==> src/rtl/xxh32_stream_hash_macros.svh <==
// ----------------------------------------------------------------------------
// xxh32_stream_hash_macros.svh
// Assertion helpers for the XXH32 stream hash block.
// ----------------------------------------------------------------------------
`ifndef XXH32_STREAM_HASH_MACROS_SVH
`define XXH32_STREAM_HASH_MACROS_SVH

// Property checked on every clock edge outside reset.
`define XXH32_ASSERT(lbl, prop, msg) \
    lbl: assert property (@(posedge aclk) disable iff (!aresetn) prop) \
        else $error(msg);

// Condition that must never be seen outside reset.
`define XXH32_ASSERT_NEVER(lbl, cond, msg) \
    lbl: assert property (@(posedge aclk) disable iff (!aresetn) !(cond)) \
        else $error(msg);

`endif

==> src/rtl/xxh32_pkg.sv <==
// ----------------------------------------------------------------------------
// xxh32_pkg
// Primes, sequencer states and multiplier constant select for XXH32.
// ----------------------------------------------------------------------------
package xxh32_pkg;

    localparam logic [31:0] PRIME1 = 32'h9E37_79B1;
    localparam logic [31:0] PRIME2 = 32'h85EB_CA77;
    localparam logic [31:0] PRIME3 = 32'hC2B2_AE3D;
    localparam logic [31:0] PRIME4 = 32'h27D4_EB2F;
    localparam logic [31:0] PRIME5 = 32'h1656_67B1;

    // constant operand of the shared multiplier
    typedef enum logic [2:0] {
        K_P1,
        K_P2,
        K_P3,
        K_P4,
        K_P5
    } mul_k_t;

    typedef enum logic [3:0] {
        ST_IDLE,
        ST_LANE_A,
        ST_LANE_B,
        ST_LANE_W,
        ST_MERGE,
        ST_FOLD_A,
        ST_FOLD_B,
        ST_FOLD_C,
        ST_AVAL_A,
        ST_AVAL_B,
        ST_OUT
    } state_t;

    function automatic logic [31:0] rol32(input logic [31:0] v, input int unsigned s);
        return (v << s) | (v >> (32 - s));
    endfunction

endpackage

==> src/rtl/xxh32_mul.sv <==
// ----------------------------------------------------------------------------
// xxh32_mul
// Shared 32x32 multiplier, low 32 bits of the operand times a selected prime,
// result registered.
// ----------------------------------------------------------------------------
module xxh32_mul import xxh32_pkg::*; (
    input  logic        aclk,
    input  logic        en,
    input  logic [31:0] a,
    input  mul_k_t      k_sel,
    output logic [31:0] p
);

    logic [31:0] k;
    logic [31:0] p_reg;
    logic [31:0] p_next;

    always_comb begin
        unique case (k_sel)
            K_P1:    k = PRIME1;
            K_P2:    k = PRIME2;
            K_P3:    k = PRIME3;
            K_P4:    k = PRIME4;
            K_P5:    k = PRIME5;
            default: k = PRIME1;
        endcase
    end

    assign p_next = a * k;

    always_ff @(posedge aclk) begin
        if (en) begin
            p_reg <= p_next;
        end
    end

    assign p = p_reg;

endmodule

==> src/rtl/xxh32_stream_hash.sv <==
// ----------------------------------------------------------------------------
// xxh32_stream_hash
// Streaming XXH32 over little-endian 32-bit words, one 32x32 multiplier
// shared by a small sequencer.
// ----------------------------------------------------------------------------
// A message arrives as beats of up to four bytes; only the last beat may be
// short, and an empty message is a single last beat with zero bytes. The
// seed register is sampled at the first beat of a message for the lanes and
// in the merge step after the last beat for the short-message path. Throughput is
// set by the single multiplier: a plain word is taken without a stall; a word that
// completes a 16-byte stripe runs four lane rounds of two multiplies each (lane A,
// lane B, write-back); a last beat adds the merge, a fold per buffered word and per
// tail byte, and the avalanche, plus any wait for the result register to drain. s_tready is low meanwhile.
`include "xxh32_stream_hash_macros.svh"

module xxh32_stream_hash import xxh32_pkg::*; (
    input  logic        aclk,
    input  logic        aresetn,
    // APB configuration
    input  logic        psel,
    input  logic        penable,
    input  logic        pwrite,
    input  logic [2:0]  paddr,
    input  logic [31:0] pwdata,
    output logic [31:0] prdata,
    output logic        pready,
    // input stream
    input  logic        s_tvalid,
    output logic        s_tready,
    input  logic [39:0] s_tdata,   // [31:0] data_word, [34:32] byte_count, rest zero
    input  logic        s_tlast,
    // result stream
    output logic        m_tvalid,
    input  logic        m_tready,
    output logic [31:0] m_tdata    // [31:0] hash
);

    state_t      state_reg, state_next;
    logic [31:0] seed_reg;
    logic [31:0] lane_reg [4];
    logic [31:0] buf_reg [4];
    logic [1:0]  wis_reg;
    logic [31:0] len_reg;
    logic        in_msg_reg;
    logic        large_reg;
    logic [31:0] word_reg;
    logic [1:0]  tail_reg;
    logic        last_reg;
    logic [1:0]  idx_reg;
    logic        bytes_reg;
    logic [31:0] h_reg;
    logic [31:0] out_reg;
    logic        out_valid_reg;

    logic        mul_en;
    logic [31:0] mul_a;
    mul_k_t      mul_k;
    logic [31:0] prod;

    logic        accept;
    logic        full_word;
    logic [2:0]  cnt;
    logic [1:0]  wis_base;
    logic [31:0] len_base;
    logic        stripe_done;
    logic [1:0]  fold_limit;
    logic        fold_more;
    logic        out_free;
    logic [31:0] merge_h;
    logic [7:0]  tail_byte;

    // ---------------- configuration ----------------
    assign pready = 1'b1;
    assign prdata = paddr[2] ? 32'd0 : seed_reg;

    always_ff @(posedge aclk) begin
        if (!aresetn) begin
            seed_reg <= 32'd0;
        end else if (psel && penable && pwrite && pready && !paddr[2]) begin
            seed_reg <= pwdata;
        end
    end

    // ---------------- beat decode ----------------
    assign accept      = s_tvalid && s_tready;
    assign full_word   = !s_tlast || (s_tdata[34:32] >= 3'd4);
    assign cnt         = full_word ? 3'd4 : s_tdata[34:32];
    assign wis_base    = in_msg_reg ? wis_reg : 2'd0;
    assign len_base    = in_msg_reg ? len_reg : 32'd0;
    assign stripe_done = full_word && (wis_base == 2'd3);

    assign fold_limit = bytes_reg ? tail_reg : wis_reg;
    assign fold_more  = ({1'b0, idx_reg} + 3'd1) < {1'b0, fold_limit};
    assign out_free   = !out_valid_reg || m_tready;
    assign tail_byte  = word_reg[{idx_reg, 3'b000} +: 8];

    assign merge_h = (large_reg ? (rol32(lane_reg[0], 1) + rol32(lane_reg[1], 7) +
                                   rol32(lane_reg[2], 12) + rol32(lane_reg[3], 18))
                                : (seed_reg + PRIME5)) + len_reg;

    // ---------------- shared multiplier ----------------
    xxh32_mul u_mul (
        .aclk  (aclk),
        .en    (mul_en),
        .a     (mul_a),
        .k_sel (mul_k),
        .p     (prod)
    );

    // ---------------- sequencer: next state ----------------
    always_comb begin
        state_next = state_reg;
        unique case (state_reg)
            ST_IDLE: begin
                if (accept) begin
                    if (stripe_done) begin
                        state_next = ST_LANE_A;
                    end else if (s_tlast) begin
                        state_next = ST_MERGE;
                    end
                end
            end
            ST_LANE_A: state_next = ST_LANE_B;
            ST_LANE_B: state_next = ST_LANE_W;
            ST_LANE_W: begin
                if (idx_reg != 2'd3) begin
                    state_next = ST_LANE_A;
                end else if (last_reg) begin
                    state_next = ST_MERGE;
                end else begin
                    state_next = ST_IDLE;
                end
            end
            ST_MERGE: begin
                if (wis_reg != 2'd0 || tail_reg != 2'd0) begin
                    state_next = ST_FOLD_A;
                end else begin
                    state_next = ST_AVAL_A;
                end
            end
            ST_FOLD_A: state_next = ST_FOLD_B;
            ST_FOLD_B: state_next = ST_FOLD_C;
            ST_FOLD_C: begin
                if (fold_more || (!bytes_reg && tail_reg != 2'd0)) begin
                    state_next = ST_FOLD_A;
                end else begin
                    state_next = ST_AVAL_A;
                end
            end
            ST_AVAL_A: state_next = ST_AVAL_B;
            ST_AVAL_B: state_next = ST_OUT;
            ST_OUT: begin
                if (out_free) begin
                    state_next = ST_IDLE;
                end
            end
            default: state_next = ST_IDLE;
        endcase
    end

    // ---------------- sequencer: outputs ----------------
    always_comb begin
        s_tready = 1'b0;
        mul_en   = 1'b0;
        mul_a    = 32'd0;
        mul_k    = K_P1;
        unique case (state_reg)
            ST_IDLE: s_tready = 1'b1;
            ST_LANE_A: begin
                mul_en = 1'b1;
                mul_a  = buf_reg[idx_reg];
                mul_k  = K_P2;
            end
            ST_LANE_B: begin
                mul_en = 1'b1;
                mul_a  = rol32(lane_reg[idx_reg] + prod, 13);
                mul_k  = K_P1;
            end
            ST_FOLD_A: begin
                mul_en = 1'b1;
                mul_a  = bytes_reg ? {24'd0, tail_byte} : buf_reg[idx_reg];
                mul_k  = bytes_reg ? K_P5 : K_P3;
            end
            ST_FOLD_B: begin
                mul_en = 1'b1;
                mul_a  = bytes_reg ? rol32(h_reg + prod, 11) : rol32(h_reg + prod, 17);
                mul_k  = bytes_reg ? K_P1 : K_P4;
            end
            ST_AVAL_A: begin
                mul_en = 1'b1;
                mul_a  = h_reg ^ (h_reg >> 15);
                mul_k  = K_P2;
            end
            ST_AVAL_B: begin
                mul_en = 1'b1;
                mul_a  = prod ^ (prod >> 13);
                mul_k  = K_P3;
            end
            default: begin
                mul_en = 1'b0;
            end
        endcase
    end

    // ---------------- control registers ----------------
    always_ff @(posedge aclk) begin
        if (!aresetn) begin
            state_reg     <= ST_IDLE;
            in_msg_reg    <= 1'b0;
            large_reg     <= 1'b0;
            wis_reg       <= 2'd0;
            len_reg       <= 32'd0;
            out_valid_reg <= 1'b0;
        end else begin
            state_reg <= state_next;
            if (accept) begin
                in_msg_reg <= 1'b1;
                len_reg    <= len_base + {29'd0, cnt};
                large_reg  <= (in_msg_reg && large_reg) || stripe_done;
                if (full_word) begin
                    wis_reg <= wis_base + 2'd1;  // wraps to zero on a full stripe
                end else begin
                    wis_reg <= wis_base;
                end
            end
            if (state_reg == ST_OUT && out_free) begin
                out_valid_reg <= 1'b1;
                in_msg_reg    <= 1'b0;
                large_reg     <= 1'b0;
                wis_reg       <= 2'd0;
                len_reg       <= 32'd0;
            end else if (out_valid_reg && m_tready) begin
                out_valid_reg <= 1'b0;
            end
        end
    end

    // ---------------- datapath registers ----------------
    always_ff @(posedge aclk) begin
        case (state_reg)
            ST_IDLE: begin
                if (accept) begin
                    if (!in_msg_reg) begin
                        lane_reg[0] <= seed_reg + PRIME1 + PRIME2;
                        lane_reg[1] <= seed_reg + PRIME2;
                        lane_reg[2] <= seed_reg;
                        lane_reg[3] <= seed_reg - PRIME1;
                    end
                    if (full_word) begin
                        buf_reg[wis_base] <= s_tdata[31:0];
                    end
                    word_reg <= s_tdata[31:0];
                    tail_reg <= full_word ? 2'd0 : s_tdata[33:32];
                    last_reg <= s_tlast;
                    idx_reg  <= 2'd0;
                end
            end
            ST_LANE_W: begin
                lane_reg[idx_reg] <= prod;
                idx_reg           <= idx_reg + 2'd1;
            end
            ST_MERGE: begin
                h_reg     <= merge_h;
                idx_reg   <= 2'd0;
                bytes_reg <= (wis_reg == 2'd0);
            end
            ST_FOLD_C: begin
                h_reg <= prod;
                if (fold_more) begin
                    idx_reg <= idx_reg + 2'd1;
                end else begin
                    // buffered words done, move on to the tail bytes
                    idx_reg   <= 2'd0;
                    bytes_reg <= 1'b1;
                end
            end
            ST_OUT: begin
                if (out_free) begin
                    out_reg <= prod ^ (prod >> 16);
                end
            end
            default: begin
            end
        endcase
    end

    assign m_tvalid = out_valid_reg;
    assign m_tdata  = out_reg;

    // ---------------- assertions ----------------
    `XXH32_ASSERT(a_result_from_out, $rose(m_tvalid) |-> $past(state_reg == ST_OUT), "result beat without finalisation")
    `XXH32_ASSERT(a_lane_stripe_clear, (state_reg == ST_LANE_A) |-> (wis_reg == 2'd0), "lane round with partial stripe")
    `XXH32_ASSERT_NEVER(a_fold_in_range, (state_reg == ST_FOLD_B) && (idx_reg >= fold_limit), "fold index past limit")
    `XXH32_ASSERT_NEVER(a_busy_while_ready, s_tready && mul_en, "multiplier busy while taking a beat")

endmodule
==> config.mk <==
export PLATFORM = sky130hd
export DESIGN_NAME = xxh32_stream_hash
export DESIGN_NICKNAME = d
export VERILOG_FILES = /design/src/rtl/xxh32_pkg.sv /design/src/rtl/xxh32_mul.sv /design/src/rtl/xxh32_stream_hash.sv
export VERILOG_INCLUDE_DIRS = /design/src /design/src/rtl
export SDC_FILE = /design/constraint.sdc
export NUM_CORES = 2
export LEC_CHECK = 0
export BUFFER_PORTS_ARGS = -buffer_cell sky130_fd_sc_hd__buf_2
export CAP_MARGIN = 40
export CORE_MARGIN = 1
export CORE_UTILIZATION = 47
export DETAILED_ROUTE_END_ITERATION = 12
export PLACE_DENSITY = 0.74
export SLEW_MARGIN = 20
export SYNTH_ARGS = -nofsm -noshare
export SYNTH_HDL_FRONTEND = slang
export SYNTH_HIERARCHICAL = 1
export SYNTH_SLANG_ARGS = --single-unit
==> constraint.sdc <==
create_clock -name aclk -period 22.7 [get_ports aclk]
set_clock_uncertainty 0.2 [all_clocks]
set_input_delay 2.27 -clock aclk [delete_from_list [all_inputs] [get_ports aclk]]
set_output_delay 2.27 -clock aclk [all_outputs]
set_load 0.05 [all_outputs]
## After elaboration in Yosys (flattened, before gate mapping)

Memories as Yosys holds them, arrays and structs flattened. A register that Yosys moved wholly into a read port is not among the register bits.
Index checks and enable logic that the tools add are counted.

| storage, ports and cells | value |
|---|---|
| input bits | 83 |
| logic and storage cells | 149 |
| memories | 2 |
| output and inout port bits | 67 |
| bits in writable memories | 256 |
| flip-flop bits (word level) | 207 |

| cells by class | value |
|---|---|
| shift-type cells | 1 |
| equality and inequality tests | 20 |
| add/subtract/negate cells | 15 |
| multipliers | 1 |
| bitwise gates (word level) | 11 |
| mux-type cells | 48 |
| reduce and logical (&&, ||, !) cells | 34 |
| magnitude comparators | 2 |

Memories:

| name | words | bits a word | rd ports | clocked after Yosys merged registers in | write ports | RTL line | text |
|---|---|---|---|---|---|---|---|
| buf_reg | 4 | 32 | 1 | 1 | 1 | xxh32_stream_hash.sv:41 | `logic [31:0] buf_reg [4];` |
| lane_reg | 4 | 32 | 5 | 1 | 4 | xxh32_stream_hash.sv:40 | `logic [31:0] lane_reg [4];` |

Operator list:

| kind | number |
|---|---|
| adder 32 bit | 6 |
| two-way mux 32 bit | 6 |
| one-hot mux 32 bit (6 select lines) | 1 |
| one-hot mux 32 bit (4 select lines) | 1 |
| adder 32 bit (second input constant) | 3 |
| one-hot mux 32 bit (2 select lines) | 1 |
| one-hot mux 4 bit (11 select lines) | 1 |
| adder 32 x 29 -> 32 bit (second input constant) | 1 |
| adder 32 x 3 -> 32 bit | 1 |
| multiplier 32 x 32 -> 32 bit | 1 |
| bitwise OR 32 x 1 -> 32 bit | 1 |
| bitwise OR 32 x 11 -> 32 bit | 1 |
| bitwise OR 32 x 12 -> 32 bit | 1 |
| bitwise OR 32 x 13 -> 32 bit | 1 |
| bitwise OR 32 x 17 -> 32 bit | 1 |
| bitwise OR 32 x 18 -> 32 bit | 1 |
| bitwise OR 32 x 7 -> 32 bit | 1 |
| OR reduction 32 bit | 1 |
| indexed part select 32 x 6 -> 8 bit | 1 |
| subtractor 32 bit (second input constant) | 1 |
| XOR 32 x 16 -> 32 bit | 1 |
| XOR 32 x 17 -> 32 bit | 1 |
| XOR 32 x 19 -> 32 bit | 1 |
| two-way mux 4 bit | 6 |
| other kinds (32) | 91 |

## Logic depth before layout (Yosys ltp)

An unclocked memory read counts as a cell.

| depth | value |
|---|---|
| depth in word-level cells | 8 |
| depth in mapped cells | 49 |
| gate-level depth less buffers | 44 |

## By module

Netlist, hierarchy kept.

By module, submodules not included:

| module | instances | sequential area each (µm²) | cells an instance | area each (µm²) |
|---|---|---|---|---|
| xxh32_stream_hash | 1 | 12251.8 | 3048 | 30158.9 |
| xxh32_mul | 1 | 960.9 | 1752 | 16358.2 |

## Least setup slack after synthesis

No wires, ideal clock.

| timing | value |
|---|---|
| path kind | reg-to-reg |
| from | reg (tool-made name) |
| to | reg u_mul.p_reg[30] (netlist: u_mul/p[30]), data pin |
| slack | 11.042 ns |
| data arrival time | 11.201 ns |
| library setup time | 0.258 ns |
| buffers on the path | 5 |
| cell stages (with the launch flop) | 43 |
| path through | dfxtp_1 > buf_2 > buf_2 > buf_2 > buf_1 > mux4_2 > ha_1 > nor2b_1 > o31ai_1 > a221o_1 > a21boi_1 > o21ai_1 > o21ai_1 > a41oi_1 > o21ai_1 > a21oi_1 > xnor2_1 > o221ai_1 > [7 not listed] > inv_1 > fa_1 > inv_1 > fa_1 > inv_1 > fa_1 > inv_1 > fa_1 > inv_1 > ha_1 > a21o_1 > a21oi_1 > o21a_1 > a41oi_1 > a211o_1 > a311o_1 > a21oi_1 > xnor2_1 |

RTL lines:

| element | RTL line | text |
|---|---|---|
| to (signal assigned) | xxh32_mul.sv:33 | `p_reg <= p_next;` |
| to (decl) | xxh32_mul.sv:15 | `logic [31:0] p_reg;` |

==> summary by stage <==
Synthesis
The complex-gate fraction of the synthesized area is a little under an eighth. The cell area that synthesis handed to floorplanning was ~0.047 mm^2. The synthesized netlist devotes under 10% of its cell area to XOR and XNOR gates. The most used flip-flop cell after synthesis is sky130_fd_sc_hd__edfxtp_1. The post-synthesis simple-gate area fraction is roughly an eighth. Averaged over all synthesized cells, the footprint is slightly below 10 um^2. The sequential cell area fraction in the yosys report is between 20% and 30%.

The number of storage elements in the synthesis netlist is between 400 and 500. After synthesis, the largest family of logic cells by area is adder cells. The synthesized netlist devotes ~27% of its cell area to adder and majority cells. Counting flops with an async set or reset pin after synthesis yields a share of 0%. The share of cell area taken by muxes after synthesis is 4.643%. The post-synthesis net count is between 5000 and 6000.

The count of warnings emitted by yosys is 6. The number of library cell types mapped by synthesis is approximately 110. The synthesized design contains 390 enable-type register cells. Counting every instance in the synthesized netlist gives 4800.

Clock network
The TritonCTS clock tree is built. Counting the buffers created by CTS gives between 40 and 50. Once the clock tree was built, the resizer swapped 0 gates to a different size. In this run the deepest clock path goes through 3 buffers. The H-tree generated during clock tree synthesis spans 2 levels.

The number of buffers added to fix hold violations after cts is 0. Clock-pin slew was measured on the worst setup and hold paths at 0.07 ns. The number of clock sinks is about 470. The tree is rooted in a sky130_fd_sc_hd__clkbuf_16.

For the worst-skew pair, the clock arrives at the later sink with an insertion delay of ~0.63 ns. The number of buffers added for setup after CTS is 0.

Critical path
The worst endpoint required time is between 20 and 25 ns. For this run, the slowest stage of the critical path takes about 0.8 ns. STA classifies the critical path startpoint as a flop.

The kind of end point of the critical path is a flop. Data on the critical path arrives at its endpoint at between 10 and 15 ns. The slowest stage of the critical path is the sky130_fd_sc_hd__dfxtp_4 cell. The setup path with the least slack is of type flop to flop. Along the worst path, the maximum fanout reaches 33.

Timing
Based on the critical path, the design can be clocked at up to 0.08016 GHz. Measured against its own limit, the worst slew margin works out to between 30 and 40%. The slew of the pin with the lowest slew margin is between 0.9 and 1 ns. The count of endpoints failing hold in the final timing report is 0.

The share of the clock period used by the worst path after layout is a little over half. The number of max-slew violations in the final report is 0. Setup violations remaining at the end of the flow were counted as 0.

Setup repair after global routing left no endpoint under its margin. The setup TNS after final layout is 0 ns. The clock period minus final worst setup slack is about 12 ns.

Detailed routing
The detailed-router iteration count before antenna repair is 8. The number of vias after detailed routing is 36504. For this run, design rule violations remaining after detail routing come to 0. The remaining antenna violation count is 0. The routed wire length is roughly 160 mm. The number of DRC markers in iteration 0 is 4422.

The routed wirelength normalized by instance count is 25.60 um. The detail-routed via count per cell is 5.906.

Floorplan
The initial core utilization is between 40% and 50%. The die is ~320 um tall. The die covers 0.1002 mm^2. The initialized floorplan defines 115 standard-cell rows. The die is approximately 320 um wide. The area of the placeable core is between 0.09 and 0.1 mm^2. 150 I/O pins were placed.

Final layout
Fill cells in the final layout number 8904. The commonest non-fill, non-tap cell in the layout is sky130_fd_sc_hd__inv_1. The area taken by multi-input logic gates is 0.02974 mm^2. The ratio of cells with drive above 1 in the final layout is slightly above 10%. Relative to the synthesized area, the layout overhead comes to 8.239%. The net count reported at finish is approximately 5700. In the layout the commonest cells are 701 x sky130_fd_sc_hd__inv_1, 495 x sky130_fd_sc_hd__nand2_1, 465 x sky130_fd_sc_hd__fa_1. The storage element area is around 0.013 mm^2.

Global route
The via count of the first global-routing pass is between 30000 and 40000. The number of antenna violations at the first check in global routing was 1. The overflow left after global routing is 0.

Entering global routing, the biggest net connects 63 pins. The first global-routing pass estimated approximately 230 mm of wire. The overall fraction of global-route tracks in use is about a third.

Place
The final RePlAce weighted congestion is around 1.1. The count of buffers added on input and output ports is 141. The detailed placer's ending HPWL is roughly 120 mm.

Worst hold path
The worst hold path belongs to the class flop to flop.

Run
The tool flagged a number of max-cap violations equal to 0.

Status
The run finished with clean final reports.
-- kinds of logic after synthesis --
family	after synthesis
AND/OR/NAND/NOR	1303
buffers and inverters	953
AO/OA/AOI/OAI	854
adder cells (fa/ha/maj)	740
flip-flops	465
XOR/XNOR	362
multiplexers	122
other	1
-- layer usage --
layer | track usage (%) | vias up | share of wire, %
met2 | 50.21 | 2179 | 46
met5 | 0 | - | 0.0070
li1 | - | 16137 | -
met3 | 5.840 | 408 | 10
met1 | 41.42 | 17778 | 37
met4 | 17.27 | 2 | 6.3
-- synthesized netlist by cell type, drive strengths merged, types with 20 or more instances --
cell type    n  area share [%]
a21boi      37            0.60
a211oi      24            0.41
and3        48            0.65
o21ai      217             2.3
edfxtp     390              25
nand2b      44            0.59
a31oi       23            0.31
a21o        69             1.1
xor2       148             2.8
nand4       21            0.28
clkbuf     201             1.6
inv        703             5.7
fa         465              20
o21a        25            0.40
nor3        48            0.54
or2         21            0.28
mux2i       20            0.43
mux4        72             3.5
mux2        30            0.73
dfxtp       75             3.2
nor2       324             2.7
nand3       72            0.77
nor2b       68            0.91
a21oi      274             3.0
buf         48            0.52
nand2      498             4.0
and2        97             1.3
xnor2      211             4.0
ha         275             7.4
-- stage by stage --
step | hold WS [ns] | instances | area (um^2) | utilization (%) | setup WS (ns)
after floorplan | 0.2490 | 4800 | 46520 | - | 11.04
after global placement | 0.3207 | 6080 | 48680 | 49.53 | 10.05
after detailed placement | 0.3475 | 6090 | 48800 | 49.66 | 10.38
after CTS | 0.3637 | 6178 | 50320 | 51.21 | 10.36
after global routing | 0.3988 | 6180 | 50350 | 51.23 | 9.666
final | 0.3590 | 6181 | 50350 | 51.23 | 10.22
-- path summary, 6_finish.rpt --
kind	startpoint	to	slack, ns	cells after the start
setup reg to reg	flop	u_mul/p[30]$_DFFE_PP_	10.22	43
hold reg to reg	len_reg[0]$_SDFFE_PP0P_	len_reg[0]$_SDFFE_PP0P_	0.36	2
setup / recovery	flop	u_mul/p[30]$_DFFE_PP_	10.22	43
hold / removal	len_reg[0]$_SDFFE_PP0P_	len_reg[0]$_SDFFE_PP0P_	0.36	2
-- critical path, delay by kind of cell (launching register included) --
kind            cells  cell delay, ns
xor+xnor            2            0.34
buf+inv             8            0.93
mux                 1            0.60
simple gates        3            0.48
flops               1            0.82
fa+ha+maj          11            4.16
compound gates     18            4.64
-- layout make-up --
type                            count  area share (%)
Multi-Input combinational cell   3382           59.08
Sequential cell                   465           26.25
Inverter                          704           5.248
Timing Repair Buffer              254           3.198
Tap cell                         1287           3.198
Clock buffer                       64           2.525
Clock inverter                     24          0.4945
Antenna cell                        1        0.004970
Power is left out: the tool's default activity adds up to more than one toggle a clock period on the data nets, which glitch-free logic cannot reach.
